[src/spp_pkg.sv]
`timescale 1ns / 1ps
package spp_pkg;

	localparam int CW        = 32;
	localparam int FRAC_BITS = 4;
	localparam int DW        = CW + 1;
	localparam int DOTW      = 2 * DW + 2;
	localparam int BW        = 2 * DOTW + 2;
	localparam int QW        = 33;
	localparam int OFFW      = DW + QW + 1;
	localparam int SEPW      = 32;
	localparam int SQW       = 2 * SEPW;
	localparam int IDXW      = 2;
	localparam int HW        = DOTW / 2;

	localparam logic [QW-1:0] ONE_Q = {1'b1, {(QW-1){1'b0}}};

	localparam int CD_RAW = 100 << FRAC_BITS;
	localparam logic [15:0] CD_RESET = (CD_RAW > 65535) ? 16'hFFFF : 16'(CD_RAW);
	localparam logic [15:0] CT_RESET = 16'(1 << FRAC_BITS);

	localparam logic [IDXW-1:0] REG_CONFLICT = 2'd0;
	localparam logic [IDXW-1:0] REG_CROSSING = 2'd1;
	localparam logic [IDXW-1:0] REG_DEGEN    = 2'd2;

	typedef logic signed [CW-1:0]   coord_t;
	typedef logic signed [DW-1:0]   diff_t;
	typedef logic signed [DOTW-1:0] dot_t;
	typedef logic signed [BW-1:0]   big_t;
	typedef logic signed [OFFW-1:0] off_t;
	typedef logic [QW-1:0]          q_t;

	typedef struct packed {
		coord_t x;
		coord_t y;
		coord_t z;
	} vec_t;

	typedef struct packed {
		diff_t x;
		diff_t y;
		diff_t z;
	} dvec_t;

	typedef struct packed {
		logic [15:0] conflict_distance;
		logic [15:0] crossing_tolerance;
		logic [15:0] degenerate_limit;
	} cfg_t;

	typedef struct packed {
		logic signed [2*HW-1:0] hh;
		logic signed [2*HW:0]   hl;
		logic signed [2*HW:0]   lh;
		logic signed [2*HW+1:0] ll;
	} pp_t;

	typedef struct packed {
		logic signed [HW+QW:0]   hq;
		logic signed [HW+QW+1:0] lq;
	} qpp_t;

	typedef struct packed {
		coord_t a_start_x;
		coord_t a_start_y;
		coord_t a_start_z;
		coord_t a_end_x;
		coord_t a_end_y;
		coord_t a_end_z;
		coord_t b_start_x;
		coord_t b_start_y;
		coord_t b_start_z;
		coord_t b_end_x;
		coord_t b_end_y;
		coord_t b_end_z;
	} in_item_t;

	typedef struct packed {
		logic            conflict;
		logic            crossing;
		logic [SEPW-1:0] separation;
		coord_t          mid_x;
		coord_t          mid_y;
		coord_t          mid_z;
		coord_t          near_a_x;
		coord_t          near_a_y;
		coord_t          near_a_z;
		coord_t          near_b_x;
		coord_t          near_b_y;
		coord_t          near_b_z;
	} out_item_t;

	function automatic diff_t dsub(input coord_t a, input coord_t b);
		return diff_t'(a) - diff_t'(b);
	endfunction

	function automatic dot_t pmul(input diff_t a, input diff_t b);
		logic signed [2*DW-1:0] p;
		p = a * b;
		return dot_t'(p);
	endfunction

	// split a wide product into half-width partial products
	function automatic pp_t bpart(input dot_t a, input dot_t b);
		logic signed [HW-1:0] ah;
		logic signed [HW-1:0] bh;
		logic signed [HW:0]   al;
		logic signed [HW:0]   bl;
		pp_t                  p;
		ah   = a[DOTW-1:HW];
		bh   = b[DOTW-1:HW];
		al   = {1'b0, a[HW-1:0]};
		bl   = {1'b0, b[HW-1:0]};
		p.hh = ah * bh;
		p.hl = ah * bl;
		p.lh = al * bh;
		p.ll = al * bl;
		return p;
	endfunction

	function automatic big_t bsum(input pp_t p);
		return (big_t'(p.hh) <<< (2 * HW)) + ((big_t'(p.hl) + big_t'(p.lh)) <<< HW) +
		       big_t'(p.ll);
	endfunction

	function automatic qpp_t qpart(input dot_t a, input q_t q);
		logic signed [HW-1:0] ah;
		logic signed [HW:0]   al;
		logic signed [QW:0]   qs;
		qpp_t                 p;
		ah   = a[DOTW-1:HW];
		al   = {1'b0, a[HW-1:0]};
		qs   = {1'b0, q};
		p.hq = ah * qs;
		p.lq = al * qs;
		return p;
	endfunction

	function automatic big_t qsum(input qpp_t p);
		return (big_t'(p.hq) <<< HW) + big_t'(p.lq);
	endfunction

	function automatic off_t smul(input diff_t d, input q_t q);
		off_t p;
		p = d * $signed({1'b0, q});
		return p;
	endfunction

	function automatic coord_t point(input coord_t s, input off_t p);
		off_t r;
		r = (p + (off_t'(1) <<< (QW - 2))) >>> (QW - 1);
		r = r + off_t'(s);
		return coord_t'(r);
	endfunction

	function automatic coord_t midpoint(input coord_t a, input coord_t b);
		diff_t s;
		s = diff_t'(a) + diff_t'(b);
		s = s >>> 1;
		return coord_t'(s);
	endfunction

	function automatic logic apart(input coord_t sa, input coord_t ea, input coord_t sb,
		input coord_t eb, input logic [15:0] cd);
		coord_t lo_a;
		coord_t hi_a;
		coord_t lo_b;
		coord_t hi_b;
		diff_t  g;
		lo_a = (sa < ea) ? sa : ea;
		hi_a = (sa > ea) ? sa : ea;
		lo_b = (sb < eb) ? sb : eb;
		hi_b = (sb > eb) ? sb : eb;
		g = diff_t'({cd, 1'b0});
		return (dsub(lo_a, hi_b) > g) || (dsub(lo_b, hi_a) > g);
	endfunction

endpackage

[src/spp_sqrt.sv]
`timescale 1ns / 1ps
module spp_sqrt import spp_pkg::*; #(
	parameter int XW = SQW,
	parameter int SW = 1
) (
	input  logic            clk,
	input  logic            arst_n,
	input  logic            in_valid,
	input  logic [XW-1:0]   x_in,
	input  logic [SW-1:0]   side_in,
	output logic            out_valid,
	output logic [XW/2-1:0] root,
	output logic [SW-1:0]   side_out
);

	localparam int RW = XW / 2;

	logic            v_s    [RW];
	logic [XW-1:0]   x_s    [RW];
	logic [XW-1:0]   r_s    [RW];
	logic [SW-1:0]   side_s [RW];
	logic [2*XW-1:0] nxt    [RW];

	function automatic logic [2*XW-1:0] sq_step(input logic [XW-1:0] x,
		input logic [XW-1:0] r, input logic [XW-1:0] b);
		logic [XW-1:0] t;
		t = r + b;
		if (x >= t) begin
			return {x - t, (r >> 1) + b};
		end
		return {x, r >> 1};
	endfunction

	always_comb begin
		nxt[0] = sq_step(x_in, '0, XW'(1) << (XW - 2));
		for (int k = 1; k < RW; k++) begin
			nxt[k] = sq_step(x_s[k-1], r_s[k-1], XW'(1) << (XW - 2 - 2 * k));
		end
	end

	always_ff @(posedge clk or negedge arst_n) begin
		if (!arst_n) begin
			for (int k = 0; k < RW; k++) begin
				v_s[k] <= 1'b0;
			end
		end else begin
			v_s[0] <= in_valid;
			for (int k = 1; k < RW; k++) begin
				v_s[k] <= v_s[k-1];
			end
		end
	end

	always_ff @(posedge clk) begin
		x_s[0]    <= nxt[0][2*XW-1:XW];
		r_s[0]    <= nxt[0][XW-1:0];
		side_s[0] <= side_in;
		for (int k = 1; k < RW; k++) begin
			x_s[k]    <= nxt[k][2*XW-1:XW];
			r_s[k]    <= nxt[k][XW-1:0];
			side_s[k] <= side_s[k-1];
		end
	end

	assign out_valid = v_s[RW-1];
	assign root      = r_s[RW-1][RW-1:0];
	assign side_out  = side_s[RW-1];

endmodule

[config.mk]
export PLATFORM = sky130hd
export DESIGN_NAME = spp_sqrt
export DESIGN_NICKNAME = d
export VERILOG_FILES = /design/src/spp_pkg.sv /design/src/spp_sqrt.sv
export SDC_FILE = /design/constraint.sdc
export NUM_CORES = 2
export LEC_CHECK = 0
export BUFFER_PORTS_ARGS = -buffer_cell sky130_fd_sc_hd__buf_2
export CORE_ASPECT_RATIO = 0.75
export CORE_MARGIN = 5
export CORE_UTILIZATION = 50
export CTS_CLUSTER_SIZE = 25
export DETAILED_ROUTE_END_ITERATION = 10
export PLACE_DENSITY = 0.77
export SYNTH_ARGS = -nofsm -noshare
export SYNTH_HDL_FRONTEND = slang
export SYNTH_MEMORY_MAX_BITS = 65536
export SYNTH_SLANG_ARGS = --single-unit
export TNS_END_PERCENT = 1
[constraint.sdc]
create_clock -name clk -period 3.9 [get_ports clk]
set_input_delay 0 -clock clk [delete_from_list [all_inputs] [get_ports clk]]
set_output_delay 0 -clock clk [all_outputs]
set_load 0.03 [all_outputs]
==> flow_metrics.tcl <==
set metrics [dict create \
    multi_input_area_sq_mm 0.0423 \
    cts_root_buf "clkbuf_16" \
    synthFlopType "dfxtp_1" \
    async_reset_ff_share_pct 1.24 \
    rsz0062_at_grt "true" \
    wl_met1_um 130000 \
    fin_cells 13000 \
    cp.arrival_ps 4600 \
    wl_um 269000 \
    synth_edf_count 0 \
    start_util_pct 50.2 \
    dr_wl_met3_um 24900 \
    drt-initial-drc-count 7684 \
    synthCells 9777 \
    drc 0 \
    top_layer "met5" \
    ys_types 89 \
    crit_chain "inv_1 > ha_1 > o21ai_0 > o22ai_1 > a211o_1 > a211oi_2 > inv_2 > o211ai_1 > nor2_1 > xor2_1 > buf_4" \
    rrSetupSlack_ps 60 \
    internal_power_mw 54.6 \
    worst_path_max_delay_cell "dfxtp_1" \
    path_max_fanout 7 \
    crit_required_ps 4650 \
    crit_type "register to register" \
    insertion_delay_ps 920 \
    outcome "finished clean" \
    power_leakage_nw 50.7 \
    ant_nets 0 \
    hold_viol_final 0 \
    comb_power_share_pct 25.5 \
    end_kind "register" \
    dp_hpwl_um 202000 \
    fin_crit_sh_pct 98.5 \
    via_per_inst 5.64 \
    grt_overflow 0 \
    drv_slew 0 \
    cts_tree "built" \
    fmax_mhz 260 \
    vias 73100 \
    die_h_um 392 \
    ys_seq_elements 2576 \
    critical_path.top_delay_family "compound AO/OA/AOI/OAI gates" \
    cts_setup_buffers 0 \
    grt_pass1_wl_um 413000 \
    syn_nets 10400 \
    max_slew.worst_pin.slew_ps 1140 \
    switching_power_mw 28.6 \
    routabilityCongestion 0.988 \
    hold_slack_ps 134 \
    yosysSeqAreaShare_pct 53.1 \
    netlist_area_sq_mm 0.0973 \
    slowest_delay_ps 680 \
    place_inst 12400 \
    pre_cts_slack_ps 73.9 \
    antenna_found_initial 22 \
    power.total_mw 83.2 \
    grt_max_degree 57 \
    ioPinCount 102 \
    final.setup.tns_ps 0 \
    placeableCoreArea_sq_mm 0.194 \
    grt_pass1_vias 70500 \
    first_pass_iters 6 \
    yosys_warnings 0 \
    wl_met2_um 106000 \
    synthToLayoutAreaGrowth_pct 14.3 \
    skew_ps 106 \
    clkPwrFrac_pct 28.7 \
    syn_avg_cell_area_sq_um 9.96 \
    switching_share_pct 34.4 \
    maxSlewHeadroom_pct 23.8 \
    final_nets 10800 \
    pwr-share-seq_pct 45.8 \
    fp-row-count 140 \
    layout_min_cycle_time_ps 3840 \
    path_clk_slew_ps 70 \
    vdd_ir_drop_max_mv 0.653 \
    max_cap_violations 0 \
    setup_violations 0 \
    wire_per_inst_um 20.7 \
    worst_slack_ps 57.3 \
    grt_usage_pct 25.5 \
    power_density_mw_per_mm2 748 \
    cp.buffers_inverters 3 \
    die_w_um 520 \
    min_path_type "primary input to asynchronous set/reset pin" \
    numCtsBuffers 227 \
    regArea_sq_mm 0.0517 \
    layout-drive-gt1-share_pct 8.27 \
    fill_cells 15800 \
    die-area_sq_mm 0.204 \
    cts.htree.levels 4 \
    clock-sinks 2576 \
    critPathLaunchType "register" \
    cts_max_path_buffers 3 \
    port_buffers 101 \
]
## cells in the final DEF (no fill, tap or decap), types with 35 or more instances in the layout
| master | netlist | layout |
|---|---|---|
| o21ai_0 | 403 | 403 |
| or3_1 | 108 | 108 |
| nand4_1 | 159 | 159 |
| nand2_1 | 601 | 599 |
| nor2b_1 | 78 | 77 |
| or4_1 | 66 | 66 |
| xor2_1 | 421 | 421 |
| a211oi_1 | 53 | 52 |
| o211ai_1 | 52 | 52 |
| o31ai_1 | 38 | 37 |
| nor2_1 | 696 | 696 |
| nand3_1 | 178 | 177 |
| clkbuf_8 | 0 | 41 |
| a21o_1 | 208 | 208 |
| nand2b_1 | 104 | 104 |
| o21a_1 | 89 | 89 |
| nor4_1 | 343 | 340 |
| mux2_2 | 94 | 94 |
| nor4b_1 | 51 | 51 |
| buf_2 | 5 | 101 |
| buf_4 | 3 | 157 |
| a21oi_1 | 688 | 688 |
| a21boi_0 | 38 | 38 |
| o21bai_1 | 35 | 35 |
| clkinv_2 | 0 | 51 |
| inv_1 | 700 | 700 |
| dlygate4sd3_1 | 0 | 136 |
| clkbuf_16 | 0 | 228 |
| ha_1 | 558 | 558 |
| a31oi_1 | 43 | 43 |
| xnor2_1 | 463 | 463 |
| nor3_1 | 268 | 267 |
| or2_2 | 38 | 38 |
| dfxtp_1 | 2544 | 2544 |
## synth_stat cells (31+ instances only)
cell type	count	area share (%)
a211oi_1	53	0.41
a21boi_0	38	0.29
a21o_1	208	1.6
a21oi_1	688	3.5
a31oi_1	43	0.28
and2_1	31	0.20
and3_1	32	0.21
clkbuf_1	176	0.68
dfrtp_1	32	0.82
dfxtp_1	2544	52
ha_1	558	7.2
inv_1	700	2.7
mux2_2	94	1.1
nand2_1	601	2.3
nand2b_1	104	0.67
nand3_1	178	0.92
nand3b_1	31	0.24
nand4_1	159	1.0
nor2_1	696	2.7
nor2b_1	78	0.50
nor3_1	268	1.4
nor4_1	343	2.2
nor4b_1	51	0.46
o211ai_1	52	0.40
o21a_1	89	0.69
o21ai_0	403	2.1
o21bai_1	35	0.27
o31ai_1	38	0.29
or2_2	38	0.24
or3_1	108	0.69
or4_1	66	0.51
xnor2_1	463	4.2
xor2_1	421	3.8
## power groups by stage
stage	Combinational (mW)	Sequential, mW	Clock (mW)
2_1_floorplan	15.3	35.6	0
3_3_place_gp	19.9	38.2	0
3_5_place_dp	20.4	38.3	0
4_1_cts	20.7	37.8	24.1
5_1_grt	23.3	38.6	25.3
6_report	21.2	38.1	23.9
## final timing paths
| kind | startpoint | endpoint | depth (start not counted) |
|---|---|---|---|
| worst max-delay path | r_s[1][423]$_DFF_P_ | x_s[1][493]$_DFF_P_ | 11 |
| worst min-delay path | arst_n | v_s[30]$_DFF_PN0_ | 4 |
| worst max register to register | r_s[1][423]$_DFF_P_ | x_s[1][493]$_DFF_P_ | 11 |
| worst min register to register | x_s[0][277]$_DFF_P_ | x_s[0][341]$_DFF_P_ | 0 |
| max in group asynchronous | arst_n | v_s[9]$_DFF_PN0_ | 4 |
| min in group clk | x_in[41] | r_s[0][62]$_DFF_P_ | 6 |
## repair_timing
item	4_1_cts	5_1_grt
gates resized for setup	0	8
endpoints found under the hold margin	99	0
setup endpoints to repair	0	22
hold buffers	137	0
## sequential cells by signal, summed over array words and instances (netlist names)
signal / count
out_valid: 1
r_s: 528
side_s: 32
v_s: 31
x_s: 1984
## metal layers
| layer | vias up | track usage, % |
|---|---|---|
| li1 | 35000 | - |
| met1 | 34800 | 38.6 |
| met2 | 2851 | 35.7 |
| met3 | 494 | 6.32 |
| met4 | 6 | 7.68 |
| met5 | - | 0 |
## final cells by class
type	instances	area share [%]
flip-flops and latches	2576	46.5
multi-input cells	6301	38.0
inverters	703	2.37
repair buffers	403	2.90
well taps	2556	2.87
clock buffers	297	5.73
diodes	4	0.00899
clock inverters	135	1.62
## stage by stage
stage	util, %	cell area [sq um]
floorplan	-	97300
global placement	52.4	102000
detailed placement	52.4	102000
CTS	57.4	111000
global route	57.4	111000
finish	57.4	111000
## worst reg2reg max path, delay by kind of cell (launching register included)
kind | cells | cell delay (ps)
AOI/OAI and AO/OA | 5 | 1660
DFF | 1 | 680
buffers and inverters | 3 | 450
xor gates and xnor gates | 1 | 450
adders and majority gates | 1 | 400
and+or+nand+nor | 1 | 110
## cells by family (layout without fill, tap and decap cells)
logic type | Yosys count | after routing | share of synthesized area (%)
AO/OA/AOI/OAI | 1862 | 1862 | 11.8
XOR/XNOR | 884 | 884 | 7.95
adder cells (fa/ha/maj) | 558 | 558 | 7.17
buffers and inverters | 900 | 1538 | 3.49
flip-flops | 2576 | 2576 | 53.1
multiplexers | 106 | 106 | 1.21
other | 0 | 4 | 0
AND/OR/NAND/NOR | 2891 | 2891 | 15.2
Power figures use the tool's default switching activity.
